--- config.mk ---
export PLATFORM = sky130hd
export DESIGN_NAME = underline_rect_generator
export DESIGN_NICKNAME = d
export VERILOG_FILES = /design/src/urg_pkg.sv /design/src/urg_front.sv /design/src/urg_outq.sv /design/src/urg_back.sv /design/src/underline_rect_generator.sv
export SDC_FILE = /design/constraint.sdc
export NUM_CORES = 1
export LEC_CHECK = 0
export BUFFER_PORTS_ARGS = -buffer_cell sky130_fd_sc_hd__buf_4
export CAP_MARGIN = 15
export CORE_MARGIN = 2
export CORE_UTILIZATION = 43
export DETAILED_ROUTE_END_ITERATION = 12
export PLACE_DENSITY = 0.56
export REMOVE_ABC_BUFFERS = 1
export SLEW_MARGIN = 20
export SYNTH_ARGS = -nofsm -noshare
export SYNTH_HDL_FRONTEND = slang
export SYNTH_HIERARCHICAL = 1
export SYNTH_SLANG_ARGS = --single-unit
--- constraint.sdc ---
create_clock -name i_clk -period 10.4 [get_ports i_clk]
set_clock_uncertainty 0.15 [all_clocks]
set_input_delay 1.56 -clock i_clk [delete_from_list [all_inputs] [get_ports i_clk]]
set_output_delay 1.56 -clock i_clk [all_outputs]
set_load 0.01 [all_outputs]
--- src/urg_pkg.sv ---
// Shared types, codes and helper function of the underline rectangle generator.
package urg_pkg;

    // Underline style codes as they arrive on the input
    localparam logic [2:0] STYLE_PLAIN  = 3'd0;
    localparam logic [2:0] STYLE_DOUBLE = 3'd1;
    localparam logic [2:0] STYLE_CURLY  = 3'd2;
    localparam logic [2:0] STYLE_DOTTED = 3'd3;
    localparam logic [2:0] STYLE_DASHED = 3'd4;

    // Configuration register indexes
    localparam logic [1:0] CFG_SCALE  = 2'd0;
    localparam logic [1:0] CFG_WIDTH  = 2'd1;
    localparam logic [1:0] CFG_HEIGHT = 2'd2;

    localparam int CFG_DATA_W = 11;

    // Reset values of the configuration registers
    localparam logic [3:0]  RST_SCALE  = 4'd1;
    localparam logic [9:0]  RST_WIDTH  = 10'd8;
    localparam logic [10:0] RST_HEIGHT = 11'd16;

    // Drawing modes after classification
    typedef enum logic [1:0] {
        MD_PLAIN,
        MD_DOUBLE,
        MD_CURLY,
        MD_PIECES
    } t_mode;

    // Back end sequencer states
    typedef enum logic {
        BS_IDLE,
        BS_RUN
    } t_bstate;

    // Classified command handed from the front to the back
    typedef struct packed {
        t_mode       mode;
        logic [15:0] x;
        logic [15:0] base;
        logic [9:0]  cw;
        logic [3:0]  s;
        logic [6:0]  step;
        logic [5:0]  pw;
        logic [23:0] ink;
    } t_cmd;

    // One output rectangle
    typedef struct packed {
        logic [15:0] left;
        logic [15:0] top;
        logic [15:0] width;
        logic [15:0] height;
        logic [23:0] ink;
        logic        last;
    } t_rect;

    // Wave offset of one step: table value times scale, halved toward zero
    function automatic logic signed [4:0] wave_off(input logic [2:0] ph,
                                                   input logic [3:0] s);
        logic [4:0] half;
        logic [4:0] whole;
        logic [4:0] res;
        half  = {2'b00, s[3:1]};
        whole = {1'b0, s};
        case (ph) inside
            3'd1, 3'd3: res = half;
            3'd2:       res = whole;
            3'd5, 3'd7: res = 5'd0 - half;
            3'd6:       res = 5'd0 - whole;
            default:    res = 5'd0;
        endcase
        return signed'(res);
    endfunction

endpackage

--- src/urg_front.sv ---
// Front end: configuration registers, item classification and command queue.
module urg_front (
    input  logic                           i_clk,
    input  logic                           i_rst_n,
    input  logic                           i_cfg_we,
    input  logic [1:0]                     i_cfg_idx,
    input  logic [urg_pkg::CFG_DATA_W-1:0] i_cfg_data,
    input  logic                           i_push,
    output logic                           o_full,
    input  logic signed [15:0]             i_origin_x,
    input  logic signed [15:0]             i_origin_y,
    input  logic [2:0]                     i_line_style,
    input  logic [23:0]                    i_ink_rgb,
    output logic                           o_cmd_valid,
    output urg_pkg::t_cmd                  o_cmd,
    input  logic                           i_cmd_pop
);

    logic [3:0]    r_scale;
    logic [9:0]    r_width;
    logic [10:0]   r_height;

    urg_pkg::t_cmd r_q [2];
    logic          r_wp;
    logic          r_rp;
    logic [1:0]    r_cnt;

    logic [3:0]    s;
    logic [9:0]    smax;
    logic [9:0]    cw;
    logic [15:0]   base;
    urg_pkg::t_cmd cmd;
    logic          keep;
    logic          accept;
    logic          do_push;

    always_ff @(posedge i_clk) begin
        if (!i_rst_n) begin
            r_scale  <= urg_pkg::RST_SCALE;
            r_width  <= urg_pkg::RST_WIDTH;
            r_height <= urg_pkg::RST_HEIGHT;
        end else if (i_cfg_we) begin
            unique case (i_cfg_idx)
                urg_pkg::CFG_SCALE:  r_scale  <= i_cfg_data[3:0];
                urg_pkg::CFG_WIDTH:  r_width  <= i_cfg_data[9:0];
                urg_pkg::CFG_HEIGHT: r_height <= i_cfg_data;
                default: ;
            endcase
        end
    end

    // Classify the incoming item
    always_comb begin
        s    = (r_scale == 4'd0) ? 4'd1 : r_scale;
        smax = {s, 6'b000000};
        cw   = (r_width > smax) ? smax : r_width;
        base = 16'(i_origin_y) + {5'b00000, r_height} - {11'd0, s, 1'b0};

        cmd.x    = 16'(i_origin_x);
        cmd.base = base;
        cmd.cw   = cw;
        cmd.s    = s;
        cmd.ink  = i_ink_rgb;
        cmd.mode = urg_pkg::MD_PLAIN;
        cmd.step = {3'b000, s};
        cmd.pw   = {2'b00, s};
        keep     = 1'b1;
        unique case (i_line_style)
            urg_pkg::STYLE_DOUBLE: cmd.mode = urg_pkg::MD_DOUBLE;
            urg_pkg::STYLE_CURLY: begin
                cmd.mode = urg_pkg::MD_CURLY;
                keep     = (cw != 10'd0);
            end
            urg_pkg::STYLE_DOTTED: begin
                cmd.mode = urg_pkg::MD_PIECES;
                cmd.step = {2'b00, s, 1'b0};
                keep     = (cw != 10'd0);
            end
            urg_pkg::STYLE_DASHED: begin
                cmd.mode = urg_pkg::MD_PIECES;
                cmd.step = {1'b0, s, 2'b00} + {2'b00, s, 1'b0};
                cmd.pw   = {1'b0, s, 1'b0} + {2'b00, s};
                keep     = (cw != 10'd0);
            end
            default: cmd.mode = urg_pkg::MD_PLAIN;
        endcase
    end

    assign o_full      = (r_cnt == 2'd2);
    assign accept      = i_push && !o_full;
    // Drop curly, dotted and dashed items in a zero-width cell
    assign do_push     = accept && keep;
    assign o_cmd_valid = (r_cnt != 2'd0);
    assign o_cmd       = r_q[r_rp];

    always_ff @(posedge i_clk) begin
        if (do_push) begin
            r_q[r_wp] <= cmd;
        end
    end

    always_ff @(posedge i_clk) begin
        if (!i_rst_n) begin
            r_wp  <= 1'b0;
            r_rp  <= 1'b0;
            r_cnt <= 2'd0;
        end else begin
            if (do_push) begin
                r_wp <= ~r_wp;
            end
            if (i_cmd_pop) begin
                r_rp <= ~r_rp;
            end
            r_cnt <= r_cnt + {1'b0, do_push} - {1'b0, i_cmd_pop};
        end
    end

endmodule

--- src/urg_outq.sv ---
// Two-entry result queue that parts the back end from the result consumer.
module urg_outq (
    input  logic           i_clk,
    input  logic           i_rst_n,
    input  logic           i_push,
    input  urg_pkg::t_rect i_rect,
    output logic           o_full,
    output logic           o_empty,
    input  logic           i_pop,
    output urg_pkg::t_rect o_rect
);

    urg_pkg::t_rect r_q [2];
    logic           r_wp;
    logic           r_rp;
    logic [1:0]     r_cnt;
    logic           do_pop;

    assign o_full  = (r_cnt == 2'd2);
    assign o_empty = (r_cnt == 2'd0);
    assign o_rect  = r_q[r_rp];
    assign do_pop  = i_pop && !o_empty;

    always_ff @(posedge i_clk) begin
        if (i_push) begin
            r_q[r_wp] <= i_rect;
        end
    end

    always_ff @(posedge i_clk) begin
        if (!i_rst_n) begin
            r_wp  <= 1'b0;
            r_rp  <= 1'b0;
            r_cnt <= 2'd0;
        end else begin
            if (i_push) begin
                r_wp <= ~r_wp;
            end
            if (do_pop) begin
                r_rp <= ~r_rp;
            end
            r_cnt <= r_cnt + {1'b0, i_push} - {1'b0, do_pop};
        end
    end

endmodule

--- src/urg_back.sv ---
// Back end: sequencer that walks one command and emits its rectangles.
module urg_back (
    input  logic           i_clk,
    input  logic           i_rst_n,
    input  logic           i_cmd_valid,
    input  urg_pkg::t_cmd  i_cmd,
    output logic           o_cmd_pop,
    input  logic           i_oq_full,
    output logic           o_rect_push,
    output urg_pkg::t_rect o_rect
);

    urg_pkg::t_bstate   r_state;
    urg_pkg::t_bstate   n_state;
    urg_pkg::t_cmd      r_cmd;
    urg_pkg::t_cmd      n_cmd;
    logic [10:0]        r_col;
    logic [10:0]        n_col;
    logic [10:0]        r_run;
    logic [10:0]        n_run;
    logic [2:0]         r_phase;
    logic [2:0]         n_phase;

    logic [10:0]        ncol;
    logic               at_end;
    logic signed [4:0]  off_k;
    logic signed [4:0]  off_n;
    logic [10:0]        run_end;
    logic [15:0]        height;

    always_comb begin
        ncol    = r_col + {4'd0, r_cmd.step};
        at_end  = (ncol >= {1'b0, r_cmd.cw});
        off_k   = urg_pkg::wave_off(r_phase, r_cmd.s);
        off_n   = urg_pkg::wave_off(r_phase + 3'd1, r_cmd.s);
        run_end = at_end ? {1'b0, r_cmd.cw} : ncol;
        height  = {12'd0, r_cmd.s};
    end

    always_comb begin
        n_state     = r_state;
        n_cmd       = r_cmd;
        n_col       = r_col;
        n_run       = r_run;
        n_phase     = r_phase;
        o_cmd_pop   = 1'b0;
        o_rect_push = 1'b0;

        o_rect.left   = r_cmd.x;
        o_rect.top    = r_cmd.base;
        o_rect.width  = {6'd0, r_cmd.cw};
        o_rect.height = height;
        o_rect.ink    = r_cmd.ink;
        o_rect.last   = 1'b1;

        unique case (r_state)
            urg_pkg::BS_IDLE: begin
                if (i_cmd_valid) begin
                    o_cmd_pop = 1'b1;
                    n_cmd     = i_cmd;
                    n_col     = 11'd0;
                    n_run     = 11'd0;
                    n_phase   = 3'd0;
                    n_state   = urg_pkg::BS_RUN;
                end
            end
            urg_pkg::BS_RUN: begin
                if (!i_oq_full) begin
                    unique case (r_cmd.mode)
                        urg_pkg::MD_PLAIN: begin
                            o_rect_push = 1'b1;
                            n_state     = urg_pkg::BS_IDLE;
                        end
                        urg_pkg::MD_DOUBLE: begin
                            o_rect_push = 1'b1;
                            // Upper line first, then the base line
                            if (r_col == 11'd0) begin
                                o_rect.top  = r_cmd.base - {11'd0, r_cmd.s, 1'b0};
                                o_rect.last = 1'b0;
                                n_col       = 11'd1;
                            end else begin
                                n_state = urg_pkg::BS_IDLE;
                            end
                        end
                        urg_pkg::MD_PIECES: begin
                            o_rect_push  = 1'b1;
                            o_rect.left  = r_cmd.x + {5'd0, r_col};
                            o_rect.width = {10'd0, r_cmd.pw};
                            o_rect.last  = at_end;
                            n_col        = ncol;
                            if (at_end) begin
                                n_state = urg_pkg::BS_IDLE;
                            end
                        end
                        default: begin
                            // Curly: one step per unstalled cycle; close run on change
                            o_rect.left  = r_cmd.x + {5'd0, r_run};
                            o_rect.top   = r_cmd.base - height
                                           - {{11{off_k[4]}}, off_k};
                            o_rect.width = {5'd0, run_end - r_run};
                            o_rect.last  = at_end;
                            o_rect_push  = at_end || (off_k != off_n);
                            n_col        = ncol;
                            n_phase      = r_phase + 3'd1;
                            if (o_rect_push) begin
                                n_run = ncol;
                            end
                            if (at_end) begin
                                n_state = urg_pkg::BS_IDLE;
                            end
                        end
                    endcase
                end
            end
            default: n_state = urg_pkg::BS_IDLE;
        endcase
    end

    always_ff @(posedge i_clk) begin
        if (!i_rst_n) begin
            r_state <= urg_pkg::BS_IDLE;
        end else begin
            r_state <= n_state;
        end
    end

    always_ff @(posedge i_clk) begin
        r_cmd   <= n_cmd;
        r_col   <= n_col;
        r_run   <= n_run;
        r_phase <= n_phase;
    end

endmodule

--- src/underline_rect_generator.sv ---
// Top level of the underline rectangle generator.
//
// Usage: write pixel_scale, cell_width_px and cell_height_px through the
// configuration port (i_cfg_we, i_cfg_idx, i_cfg_data) while the block is
// idle. Push items (origin, style, ink) with i_push while o_full is low;
// pop rectangles with i_pop while o_empty is low. The last rectangle of an
// item carries o_last_rect. Curly, dotted and dashed items in a zero-width
// cell yield no rectangle at all.
//
// Flow: a pushed item is registered in the command queue; an idle sequencer
// loads it, then plain, double, dotted and dashed push a rectangle once the
// result queue has room, curly only once its first run closes. One command at a
// time; while the result queue has room: one rectangle per cycle for plain (1),
// double (2), dotted and dashed; one wave step per cycle for curly, in all
// ceil(width/scale), at most 64. Two-entry command and result queues flank it.
//
// Reset (synchronous, active low) empties both queues, idles the sequencer
// and restores the configuration to scale 1, width 8, height 16. When the
// consumer stalls, the result queue fills and the sequencer holds; the
// command queue then fills and o_full rises.
module underline_rect_generator (
    input  logic                           i_clk,
    input  logic                           i_rst_n,
    input  logic                           i_cfg_we,
    input  logic [1:0]                     i_cfg_idx,
    input  logic [urg_pkg::CFG_DATA_W-1:0] i_cfg_data,
    input  logic                           i_push,
    output logic                           o_full,
    input  logic signed [15:0]             i_origin_x,
    input  logic signed [15:0]             i_origin_y,
    input  logic [2:0]                     i_line_style,
    input  logic [23:0]                    i_ink_rgb,
    output logic                           o_empty,
    input  logic                           i_pop,
    output logic signed [15:0]             o_rect_left,
    output logic signed [15:0]             o_rect_top,
    output logic [15:0]                    o_rect_width,
    output logic [15:0]                    o_rect_height,
    output logic [23:0]                    o_rect_ink,
    output logic                           o_last_rect
);

    logic           cmd_valid;
    urg_pkg::t_cmd  cmd;
    logic           cmd_pop;
    logic           oq_full;
    logic           rect_push;
    urg_pkg::t_rect rect_in;
    urg_pkg::t_rect rect_out;

    // Classify items and hold them until the sequencer is free
    urg_front u_front (
        .i_clk        (i_clk),
        .i_rst_n      (i_rst_n),
        .i_cfg_we     (i_cfg_we),
        .i_cfg_idx    (i_cfg_idx),
        .i_cfg_data   (i_cfg_data),
        .i_push       (i_push),
        .o_full       (o_full),
        .i_origin_x   (i_origin_x),
        .i_origin_y   (i_origin_y),
        .i_line_style (i_line_style),
        .i_ink_rgb    (i_ink_rgb),
        .o_cmd_valid  (cmd_valid),
        .o_cmd        (cmd),
        .i_cmd_pop    (cmd_pop)
    );

    // Walk each command and produce its rectangles
    urg_back u_back (
        .i_clk       (i_clk),
        .i_rst_n     (i_rst_n),
        .i_cmd_valid (cmd_valid),
        .i_cmd       (cmd),
        .o_cmd_pop   (cmd_pop),
        .i_oq_full   (oq_full),
        .o_rect_push (rect_push),
        .o_rect      (rect_in)
    );

    // Buffer rectangles toward the consumer
    urg_outq u_outq (
        .i_clk   (i_clk),
        .i_rst_n (i_rst_n),
        .i_push  (rect_push),
        .i_rect  (rect_in),
        .o_full  (oq_full),
        .o_empty (o_empty),
        .i_pop   (i_pop),
        .o_rect  (rect_out)
    );

    assign o_rect_left   = signed'(rect_out.left);
    assign o_rect_top    = signed'(rect_out.top);
    assign o_rect_width  = rect_out.width;
    assign o_rect_height = rect_out.height;
    assign o_rect_ink    = rect_out.ink;
    assign o_last_rect   = rect_out.last;

endmodule

# Word-level counts from Yosys, hierarchy flattened
# Memory sizes are Yosys's and may differ from the RTL's. A register that Yosys moved wholly into a read port is not among the register bits.
# Cells that the tools add are included.
dict set report word_totals {
  register_bits 59
  mem_bits_rw 324
  memories 2
}
# memory depth width read_ports rd_clocked_by_memory_dff write_ports line
set memory_table {}
lappend memory_table {u_front.r_q 2 85 1 1 1 urg_front.sv:23} ;# urg_pkg::t_cmd r_q [2];
lappend memory_table {u_outq.r_q 2 77 1 1 1 urg_outq.sv:13} ;# urg_pkg::t_rect r_q [2];
dict set report op_classes {
  bitwise_logic 5
  n_mux 54
  n_lt_le_gt_ge 2
  n_reduce_logical 29
  eq_ne 29
  n_addsub 18
}
# op count
set op_table {}
lappend op_table {{48-bit 2-to-1 mux} 2}
lappend op_table {{11-bit case mux with 2 select lines} 4}
lappend op_table {{11-bit 2-to-1 mux} 7}
lappend op_table {{16-bit case mux with 2 select lines} 2}
lappend op_table {{16-bit by 11-bit adder with 16-bit output} 3}
lappend op_table {{5-bit 2-to-1 mux} 8}
lappend op_table {{16-bit by 5-bit subtractor with 16-bit output} 2}
lappend op_table {{3-bit == test, second input constant} 7}
lappend op_table {{3-bit by 2-bit == test with 1-bit output, second input constant} 6}
lappend op_table {{1-bit 2-to-1 mux} 18}
lappend op_table {{16-bit 2-to-1 mux} 1}
lappend op_table {{16-bit subtractor} 1}
lappend op_table {{16-bit by 4-bit subtractor with 16-bit output} 1}
lappend op_table {{7-bit case mux with 2 select lines} 1}
lappend op_table {{2-bit OR reduction} 7}
lappend op_table {{11-bit by 7-bit adder with 11-bit output} 1}
lappend op_table {{11-bit by 10-bit greater-or-equal comparator with 1-bit output} 1}
lappend op_table {{11-bit zero test} 1}
lappend op_table {{11-bit subtractor} 1}
lappend op_table {{10-bit greater-than comparator} 1}
lappend op_table {{10-bit 2-to-1 mux} 1}
lappend op_table {{2-bit != test, second input constant} 5}
lappend op_table {{10-bit nonzero test} 1}
lappend op_table {{3-bit by 1-bit == test with 1-bit output, second input constant} 3}
lappend op_table {{28 further kinds} 52}

# Depth between registers and ports, before layout
# Gate-level depths: netlist (run 1).
dict set report depth {
  depth_word 13
  mapped_depth 23
}

# Cells and area by module
# The synthesis (run 1) kept the hierarchy.
# mod cells_per_inst area_per_inst_um2 instances
set modules_own_cells {}
lappend modules_own_cells {urg_front 612 8759.7 1}
lappend modules_own_cells {urg_back 896 8628.3 1}
lappend modules_own_cells {urg_outq 300 6695.2 1}

# Worst setup path before layout (run 1)
# Ideal clock, no wire load.
dict set report synth_timing {
  path_kind {reg-to-reg}
  startpoint {register u_back.r_col[0]}
  endpoint {memory u_outq/r_q[0][0] in the netlist's numbering (enable)}
  t_required_ns 9.702
  arrival_ns 6.892
  slack_ns 2.809
  stages_incl_launch_ff 16
  synth_period_minus_slack_ns 7.591
  path_buffers 1
  path_cell_list {edfxtp_1 -> ha_1 -> fa_1 -> a211oi_1 -> o21ai_0 -> nand3_1 -> xnor2_1 -> ha_1 -> nand3_1 -> nand2_1 -> a41oi_1 -> o211a_1 -> buf_2 -> and4_1 -> a21oi_1 -> nor2b_1}
}
dict set report synth_via {
  elab_chain_cells 8
}
# element line
set synth_rtl {}
lappend synth_rtl {{start, declared} urg_back.sv:17} ;# logic [10:0] r_col;
lappend synth_rtl {{start signal, assigned} urg_back.sv:129} ;# r_col <= n_col;
lappend synth_rtl {{11-bit by 7-bit adder with 11-bit output} urg_back.sv:32} ;# ncol = r_col + {4'd0, r_cmd.step};
lappend synth_rtl {{named net u_back.ncol[8]} urg_back.sv:24} ;# logic [10:0] ncol;
lappend synth_rtl {{11-bit by 10-bit greater-or-equal comparator with 1-bit output} urg_back.sv:33} ;# at_end = (ncol >= {1'b0, r_cmd.cw});
lappend synth_rtl {{1-bit logical OR} urg_back.sv:102} ;# o_rect_push = at_end || (off_k != off_n);
lappend synth_rtl {{1-bit 2-to-1 mux} urg_back.sv:69} ;# unique case (r_cmd.mode)
lappend synth_rtl {{1-bit 2-to-1 mux} urg_back.sv:68} ;# if (!i_oq_full) begin
lappend synth_rtl {{1-bit 2-to-1 mux} urg_back.sv:56} ;# unique case (r_state)
lappend synth_rtl {{named net rect_push} underline_rect_generator.sv:47} ;# logic rect_push;
lappend synth_rtl {{1-bit 2-to-1 mux} urg_outq.sv:25} ;# if (i_push) begin
lappend synth_rtl {{1-bit 2-to-1 mux (implied by the code)} urg_outq.sv:26} ;# r_q[r_wp] <= i_rect;
lappend synth_rtl {{end, declared} urg_outq.sv:13}
# The timed path passes the listed nets, and every way through them passes these cells.

# Worst setup path in the final report (run 1)
dict set report layout_timing {
  startpoint {register u_back.r_col[0]}
  endpoint {memory u_outq/r_q[0][48] in the netlist's numbering, data pin}
}
dict set report layout_via {
  elab_chain_cells 5
}
# element line
set layout_rtl {}
lappend layout_rtl {{11-bit zero test} urg_back.sv:77} ;# if (r_col == 11'd0) begin
lappend layout_rtl {{16-bit 2-to-1 mux} urg_back.sv:77}
lappend layout_rtl {{16-bit case mux with 2 select lines} urg_back.sv:69}
lappend layout_rtl {{48-bit 2-to-1 mux} urg_back.sv:68}
lappend layout_rtl {{48-bit 2-to-1 mux} urg_back.sv:56}
# No other way between the ends.

==> results of run 1 <==
## critical path: stages, from the launching register on
cell and delay (ns):
edfxtp_1 0.42, ha_1 0.24, fa_1 0.43, a211oi_1 0.37
o21ai_0 0.20, nand3_1 0.13, xnor2_1 0.22, ha_1 0.34
a21oi_1 0.14, nand2_1 0.06, a41oi_1 0.16, o211a_1 0.55
mux2i_1 0.36, inv_1 0.08, ha_1 0.27, nor2b_1 0.12
o21ai_0 0.20, a21boi_0 0.20, o31a_1 0.33, o21a_1 0.19
or3_1 0.30, a32o_1 0.27
## synthesized netlist by cell type (all sizes together), types with 4 or more instances
library cell / number / area [sq um]
a211oi: 13 / 97.6
a21boi: 8 / 60.1
a21o: 18 / 136
a21oi: 68 / 367
a221o: 4 / 41.3
a221oi: 4 / 35.0
a22oi: 6 / 45.0
a31oi: 7 / 43.8
and2: 17 / 108
and3: 20 / 125
buf: 70 / 493
clkbuf: 36 / 155
dfxtp: 36 / 721
edfxtp: 456 / 13700
fa: 13 / 260
ha: 114 / 1430
inv: 139 / 522
mux2: 181 / 2080
mux2i: 32 / 320
nand2: 96 / 360
nand2b: 19 / 119
nand3: 17 / 85.1
nand3b: 8 / 60.1
nor2: 93 / 349
nor2b: 23 / 144
nor3: 29 / 171
nor3b: 10 / 80.1
nor4: 8 / 77.6
o211ai: 10 / 85.1
o21a: 18 / 135
o21ai: 90 / 454
o21bai: 5 / 37.5
o31ai: 5 / 37.5
or2: 6 / 37.5
or3: 6 / 37.5
or4: 5 / 41.3
xnor2: 35 / 307
xor2: 25 / 219
## power by group
group | switching (uW) | internal [uW] | leakage (uW) | total, uW
Sequential | 305 | 2960 | 0.00455 | 3270
Combinational | 2440 | 1800 | 0.00506 | 4240
Clock | 760 | 1020 | 0.000783 | 1780
## sequential cells by signal, indices dropped and copies added (netlist names), named ones only
signal / flops
u_front/r_width: 10
u_back/r_state: 1
u_front/r_cnt: 2
u_back/r_cmd: 57
u_front/r_scale: 4
u_outq/r_cnt: 2
u_front/r_height: 11
u_back/r_col: 11
u_back/r_run: 11
u_front/r_q: 168
u_outq/r_rp: 1
u_outq/r_q: 178
u_front/r_wp: 1
u_back/o_rect: 28
u_front/r_rp: 1
u_outq/r_wp: 1
u_back/r_phase: 3
## metrics by stage
stage	worst slack, ns	utilization [%]	instance area, sq um	power [uW]
after floorplan	2.73	-	23500	6230
after detailed placement	4.40	46.7	25800	7530
final	4.42	49.7	27500	9290
after global placement	4.53	46.7	25800	7430
after CTS	4.33	49.7	27400	9360
after global routing	3.93	49.7	27500	9960
## metal layers
| metal | track usage (%) | share of wire, % | vias up |
|---|---|---|---|
| li1 | - | - | 6879 |
| met1 | 24.6 | 45 | 6901 |
| met2 | 29.8 | 48 | 310 |
| met3 | 2.84 | 4.9 | 65 |
| met4 | 4.69 | 2.1 | 2 |
| met5 | 0 | 0.023 | - |
## final cells by class
type / instances / area, sq um
Tap cell: 748 / 936
Clock inverter: 24 / 282
Fill cell: 4802 / 27700
Timing Repair Buffer: 178 / 1360
Clock buffer: 67 / 1360
Multi-Input combinational cell: 1085 / 8570
Sequential cell: 492 / 14400
Inverter: 140 / 527
## path summary, 6_finish.rpt
check,endpoint,slack (ns)
worst max register to register,u_outq/r_q[0][48],4.42
worst max-delay path,u_outq/r_q[0][48],4.42
worst min register to register,u_outq/r_q[1][9],0.29
worst min-delay path,u_outq/r_q[1][9],0.29
## cell usage in the layout (no fill, tap or decap), types with 19 or more instances in the layout
cell type  instances
dfxtp_1           34
and3_1            20
xnor2_1           35
o21ai_0           87
ha_1             114
nor3_1            25
edfxtp_1         456
buf_4            177
xor2_1            25
clkbuf_16         52
a21oi_1           65
nor2b_1           22
mux2i_1           32
mux2_2           169
inv_1            138
nor2_1            92
nand2b_1          19
nand2_1           96
## logic make-up (layout without fill, tap and decap cells)
kind of cell / count (synthesis) / in the layout
DFF: 492 / 492
and+or+nand+nor: 370 / 370
xor gates and xnor gates: 61 / 61
adders and majority gates: 127 / 127
buffers and inverters: 247 / 409
other: 1 / 17
AOI/OAI and AO/OA: 297 / 297
muxes: 213 / 213
==> run_results.csv, run 1 <==
group,metric,value,unit
final_layout,finalNetCount,2153,
logic_synthesis,synth_ff_type,"edfxtp_1",
global_routing,grt_pass1_wl,80.0,mm
worst_setup_path,cp.arrival,6.20,ns
power,leakage,0.0104,uW
routing,drc_errors,0,
die,pin_count,168,
timing,setup_viol,0,
worst_setup_path,crit_start,"u_back/r_col[0]",
routing,detailedRoute.firstIterationViolations,750,
power,irDropWorstVdd,155,uV
cts,htreeDepth,2,
timing,tightest_slew,1.11,ns
timing,drv_slew,0,
worst_setup_path,end_kind,"flop",
placement,dpl.hpwl,35.0,mm
logic_synthesis,synth_edf_count,456,
routing,wl_per_cell,18.9,microns
power,p_per_area,339,nW/um^2
routing,dr.pass1.iters,7,
logic_synthesis,syn_area,24100,sq um
final_layout,antenna_cells,0,
timing,finalSetupTns,0,ns
cts,cts-buffers-inserted,52,
worst_setup_path,cp_max_fo,19,
run,drv_cap,0,
logic_synthesis,syn_area_per_cell,13.3,sq um
worst_hold_path,hold_path_class,"reg2reg",
cts,cts_tree,"built",
routing,vias_per_cell,5.18,
timing,period_minus_slack,5.98,ns
cts,cts_max_path_buffers,3,
logic_synthesis,ys_ff_latch,492,
global_routing,track_usage,18.0,%
cts,ctsHoldBuffers,0,
cts,clk_latency,0.62,ns
die,dieWidth,241,microns
outcome,outcome,"finished, final reports clean",
logic_synthesis,synth_top_family_by_area,"multiplexers",
logic_synthesis,synth-compound-area-share,8.05,%
worst_hold_path,min_from,"u_back/o_rect[9]",
worst_setup_path,worst_ep_required_time,10.62,ns
logic_synthesis,synth-simple-area-share,7.94,%
cts,clockRootBuffer,"clkbuf_16",
timing,hold_viol_final,0,
worst_setup_path,rr_worst_depth,21,
worst_hold_path,min_path_cells,0,
timing,clock.fmax,167,MHz
cts,cts_resized,0,
global_routing,grt_pass1_vias,14100,
logic_synthesis,synth_warnings,6,
placement,place.gp.congestion,0.862,
logic_synthesis,synth-xor-area-share,2.28,%
routing,finalWirelength,51.6,mm
worst_setup_path,r2r-start,"u_back/r_col[0]",
logic_synthesis,synth_async_sr_flop_share,0,%
final_layout,drive_gt1_share,23.1,%
timing,slew_headroom,25.9,%
placement,io_buffers,167,
die,die_h,241,microns
global_routing,grt-ovfl-total,0,
final_layout,finalNonFillerCells,2734,
logic_synthesis,syn_inst,1808,
routing,vias,14200,
die,row_count,86,
cts,cts_setup_buffers,0,
die,coreArea,55200,sq um
logic_synthesis,seq_area_frac_synth,59.9,%
timing,grt_setup_unrepaired,"no",
worst_setup_path,start_kind,"flop",
timing,finalCritPeriodShare,57.5,%
global_routing,antenna_found_initial,1,
die,initial_core_util,43.6,%
logic_synthesis,synthAdderAreaFrac,7.00,%
logic_synthesis,ys_types,94,
timing,hold_ws,0.292,ns
placement,place_inst,2642,
global_routing,grt_max_degree,68,
cts,cts.sinks,492,
routing,ant_nets,0,
cts,clk_pin_slew,0.06,ns
logic_synthesis,synthMuxAreaShare,9.95,%
final_layout,area_delta_synth_final,14.0,%
die,die-area,57900,sq um
worst_setup_path,worstSetupPathType,"reg2reg",
(Power assumes the default switching activity.)
==> run 2: changes to the inputs <==
--- a/config.mk
+++ b/config.mk
@@ -5,6 +5,7 @@
 export SDC_FILE = /design/constraint.sdc
 export NUM_CORES = 1
 export LEC_CHECK = 0
+export ABC_AREA = 1
 export BUFFER_PORTS_ARGS = -buffer_cell sky130_fd_sc_hd__buf_4
 export CAP_MARGIN = 15
 export CORE_MARGIN = 2
==> constraint.sdc (replaced) <==
create_clock -name i_clk -period 6.3 [get_ports i_clk]
set_clock_uncertainty 0.15 [all_clocks]
set_input_delay 0.945 -clock i_clk [delete_from_list [all_inputs] [get_ports i_clk]]
set_output_delay 0.945 -clock i_clk [all_outputs]
set_load 0.01 [all_outputs]
==> run 2 against run 1 <==
Net effect:
- non-clock buffer count is 1 lower
- clock power grew 60%
- sequential cell count unchanged
- global-route usage rose by 0.83 points
- sequential power is 68% higher
- setup slack got worse by 3.6 ns
- critical endpoint is now u_outq/r_q[0][51]
- utilization fell by 0.22 points
- power up 78%
- combinational power up 93%
- maximum frequency rose by 9.1%
- die area up 1.7%
==> run_results.csv, run 2 <==
group,metric,value,unit
worst_setup_path,rrSetupSlack,0.82,ns
die,die-area,58900,sq um
logic_synthesis,yosysMostFrequentCell,"edfxtp_1",
placement,io_buffers,167,
power,p_sw,6890,uW
timing,slew_headroom,30.8,%
run,drv_cap,0,
logic_synthesis,synth_edf_count,456,
logic_synthesis,synth_top_cell_by_area,"edfxtp_1",
timing,finalSetupTns,0,ns
power,pwr-share-seq,33.2,%
logic_synthesis,syn_inst,2157,
global_routing,grt_pass1_wl,87.0,mm
power,switching_share,41.7,%
timing,period_minus_slack,5.48,ns
logic_synthesis,synth_top_area_share,55.9,%
routing,vias,15700,
worst_hold_path,hold_path_class,"reg2reg",
worst_setup_path,worst_ep_required_time,6.58,ns
worst_setup_path,cp.arrival,5.76,ns
worst_setup_path,end_kind,"flop",
die,pin_count,168,
global_routing,grt_max_degree,90,
cts,clk_latency,0.60,ns
cts,htreeDepth,2,
final_layout,drive_gt1_share,19.1,%
cts,cts-buffers-inserted,53,
worst_setup_path,critPathMostFrequentCell,"nand2_1",
power,p_comb_share,49.6,%
cts,cts_max_path_buffers,3,
timing,grt_setup_unrepaired,"no",
logic_synthesis,synth_area_leaders,"edfxtp_1 (56%), mux2_2 (5.8%), ha_1 (5.8%), nand2_1 (5.7%), inv_1 (4.0%)",
power,leakage,0.0113,uW
cts,cts_setup_buffers,0,
power,p_per_area,591,nW/um^2
timing,drv_slew,0,
worst_setup_path,crit_start,"u_back/r_col[0]",
worst_setup_path,rr_worst_depth,27,
cts,cts.sinks,492,
worst_setup_path,cp.buffers_inverters,3,
logic_synthesis,synth_warnings,6,
final_layout,reg_top3,"u_outq/r_q x178, u_front/r_q x168, u_back/r_cmd x57",
routing,wl_per_cell,17.7,microns
timing,tightest_slew,1.04,ns
die,row_count,87,
final_layout,finalNonFillerCells,3114,
final_layout,largest-register,"u_outq/r_q",
routing,finalWirelength,55.0,mm
global_routing,antenna_found_initial,3,
global_routing,track_usage,18.8,%
die,initial_core_util,43.5,%
final_layout,final_cell_mix,"edfxtp_1 (456), nand2_1 (372), inv_1 (256)",
routing,drc_errors,0,
cts,clk_pin_slew,0.06,ns
worst_setup_path,worstSetupPathType,"reg2reg",
final_layout,finalNetCount,2521,
cts,clockRootBuffer,"clkbuf_16",
final_layout,area_delta_synth_final,13.9,%
cts,cts_resized,0,
worst_setup_path,cpPeakStageDelay,0.45,ns
timing,hold_viol_final,0,
worst_setup_path,cp.depth,27,
worst_hold_path,min_from,"u_back/o_rect[14]",
final_layout,largest_register_ff_count,178,
logic_synthesis,syn_area_per_cell,11.4,sq um
logic_synthesis,synth_ff_type,"edfxtp_1",
power,p_total,16500,uW
die,coreArea,56400,sq um
placement,place_inst,3018,
worst_setup_path,cp_top_family,"adder cells",
timing,setup_viol,0,
final_layout,layout_commonest_cell,"edfxtp_1",
timing,clock.fmax,182,MHz
power,pwr-share-clk,17.2,%
logic_synthesis,seq_area_frac_synth,58.8,%
power,irDropWorstVdd,291,uV
worst_setup_path,start_kind,"flop",
cts,ctsHoldBuffers,0,
placement,place.gp.congestion,0.870,
die,die_h,243,microns
global_routing,grt_pass1_vias,15800,
logic_synthesis,ys_types,53,
logic_synthesis,syn_area,24500,sq um
power,p_int,9620,uW
routing,dr.pass1.iters,7,
outcome,outcome,"finished, final reports clean",
routing,detailedRoute.firstIterationViolations,902,
worst_setup_path,slowest_stage,"a221oi_1",
routing,ant_nets,0,
worst_hold_path,min_path_cells,0,
die,dieWidth,243,microns
global_routing,grt-ovfl-total,0,
cts,cts_tree,"built",
timing,finalCritPeriodShare,87.0,%
logic_synthesis,synth_async_sr_flop_share,0,%
placement,dpl.hpwl,38.9,mm
worst_setup_path,cp_max_fo,22,
logic_synthesis,ys_ff_latch,492,
logic_synthesis,yosys-top-cells-count,"edfxtp_1 (456), nand2_1 (372), inv_1 (259)",
worst_setup_path,r2r-start,"u_back/r_col[0]",
routing,vias_per_cell,5.04,
## run 2: changes by cell type after synthesis, moves of 23 or more
cell     before  now
nor2_1       93  157
nand3_1      17   99
a21oi_1      65  105
nand2_1      96  372
mux2i_1      32    3
o21ai_0      87   63
nor2b_1      23    0
o21ai_1       2   37
mux2_1        2   36
mux2_2      169  127
inv_1       139  259
## run 2: cell type report
| cell class | instances | area, sq um |
|---|---|---|
| diodes | 2 | 5.00 |
| multi-input cells | 1313 | 8550 |
| inverters | 280 | 1060 |
| fillers | 5103 | 28500 |
| clock buffers | 65 | 1370 |
| clock inverters | 29 | 203 |
| well taps | 756 | 946 |
| flip-flops and latches | 492 | 14400 |
| repair buffers | 177 | 1370 |
## run 2: power groups by stage
| stage | clock, uW | combinational [uW] | sequential, uW |
|---|---|---|---|
| after floorplan | 0 | 5710 | 5450 |
| after global placement | 0 | 8120 | 5520 |
| after detailed placement | 0 | 8160 | 5550 |
| after CTS | 2950 | 8220 | 5490 |
| after global routing | 3080 | 9220 | 5590 |
| final | 2850 | 8180 | 5480 |
## run 2: path summary, 6_finish.rpt
check                                          to
worst max-delay path            u_outq/r_q[0][51]
worst min-delay path            u_outq/r_q[1][14]
worst max register to register  u_outq/r_q[0][51]
worst min register to register  u_outq/r_q[1][14]
## run 2: cells by family after synthesis
family,after synthesis,share of synthesized area (%)
muxes,176,8.23
and+or+nand+nor,692,12.0
buffers and inverters,368,6.61
other,1,0.0153
DFF,492,58.8
AOI/OAI and AO/OA,254,5.78
adders and majority gates,127,6.88
xor gates and xnor gates,47,1.68
## run 2: layer usage
metal,vias to the layer above,share of wire (%),global-route usage [%],wire length [microns]
met4,2,1.8,4.15,990
met1,7532,45,25.2,25000
met2,366,48,31.7,26200
li1,7713,-,-,-
met5,-,0.024,0,13
met3,81,5.1,3.49,2830
## run 2: through the flow
| stage | hold WS [ns] | utilization, % | setup WS, ns | area [sq um] |
|---|---|---|---|---|
| detailed placement | 0.280 | 46.7 | 0.837 | 26300 |
| floorplan | 0.271 | - | -1.08 | 24000 |
| CTS | 0.294 | 49.5 | 0.822 | 27900 |
| global route | 0.304 | 49.5 | 0.318 | 27900 |
| global placement | 0.272 | 46.7 | 0.999 | 26300 |
| finish | 0.290 | 49.5 | 0.817 | 27900 |
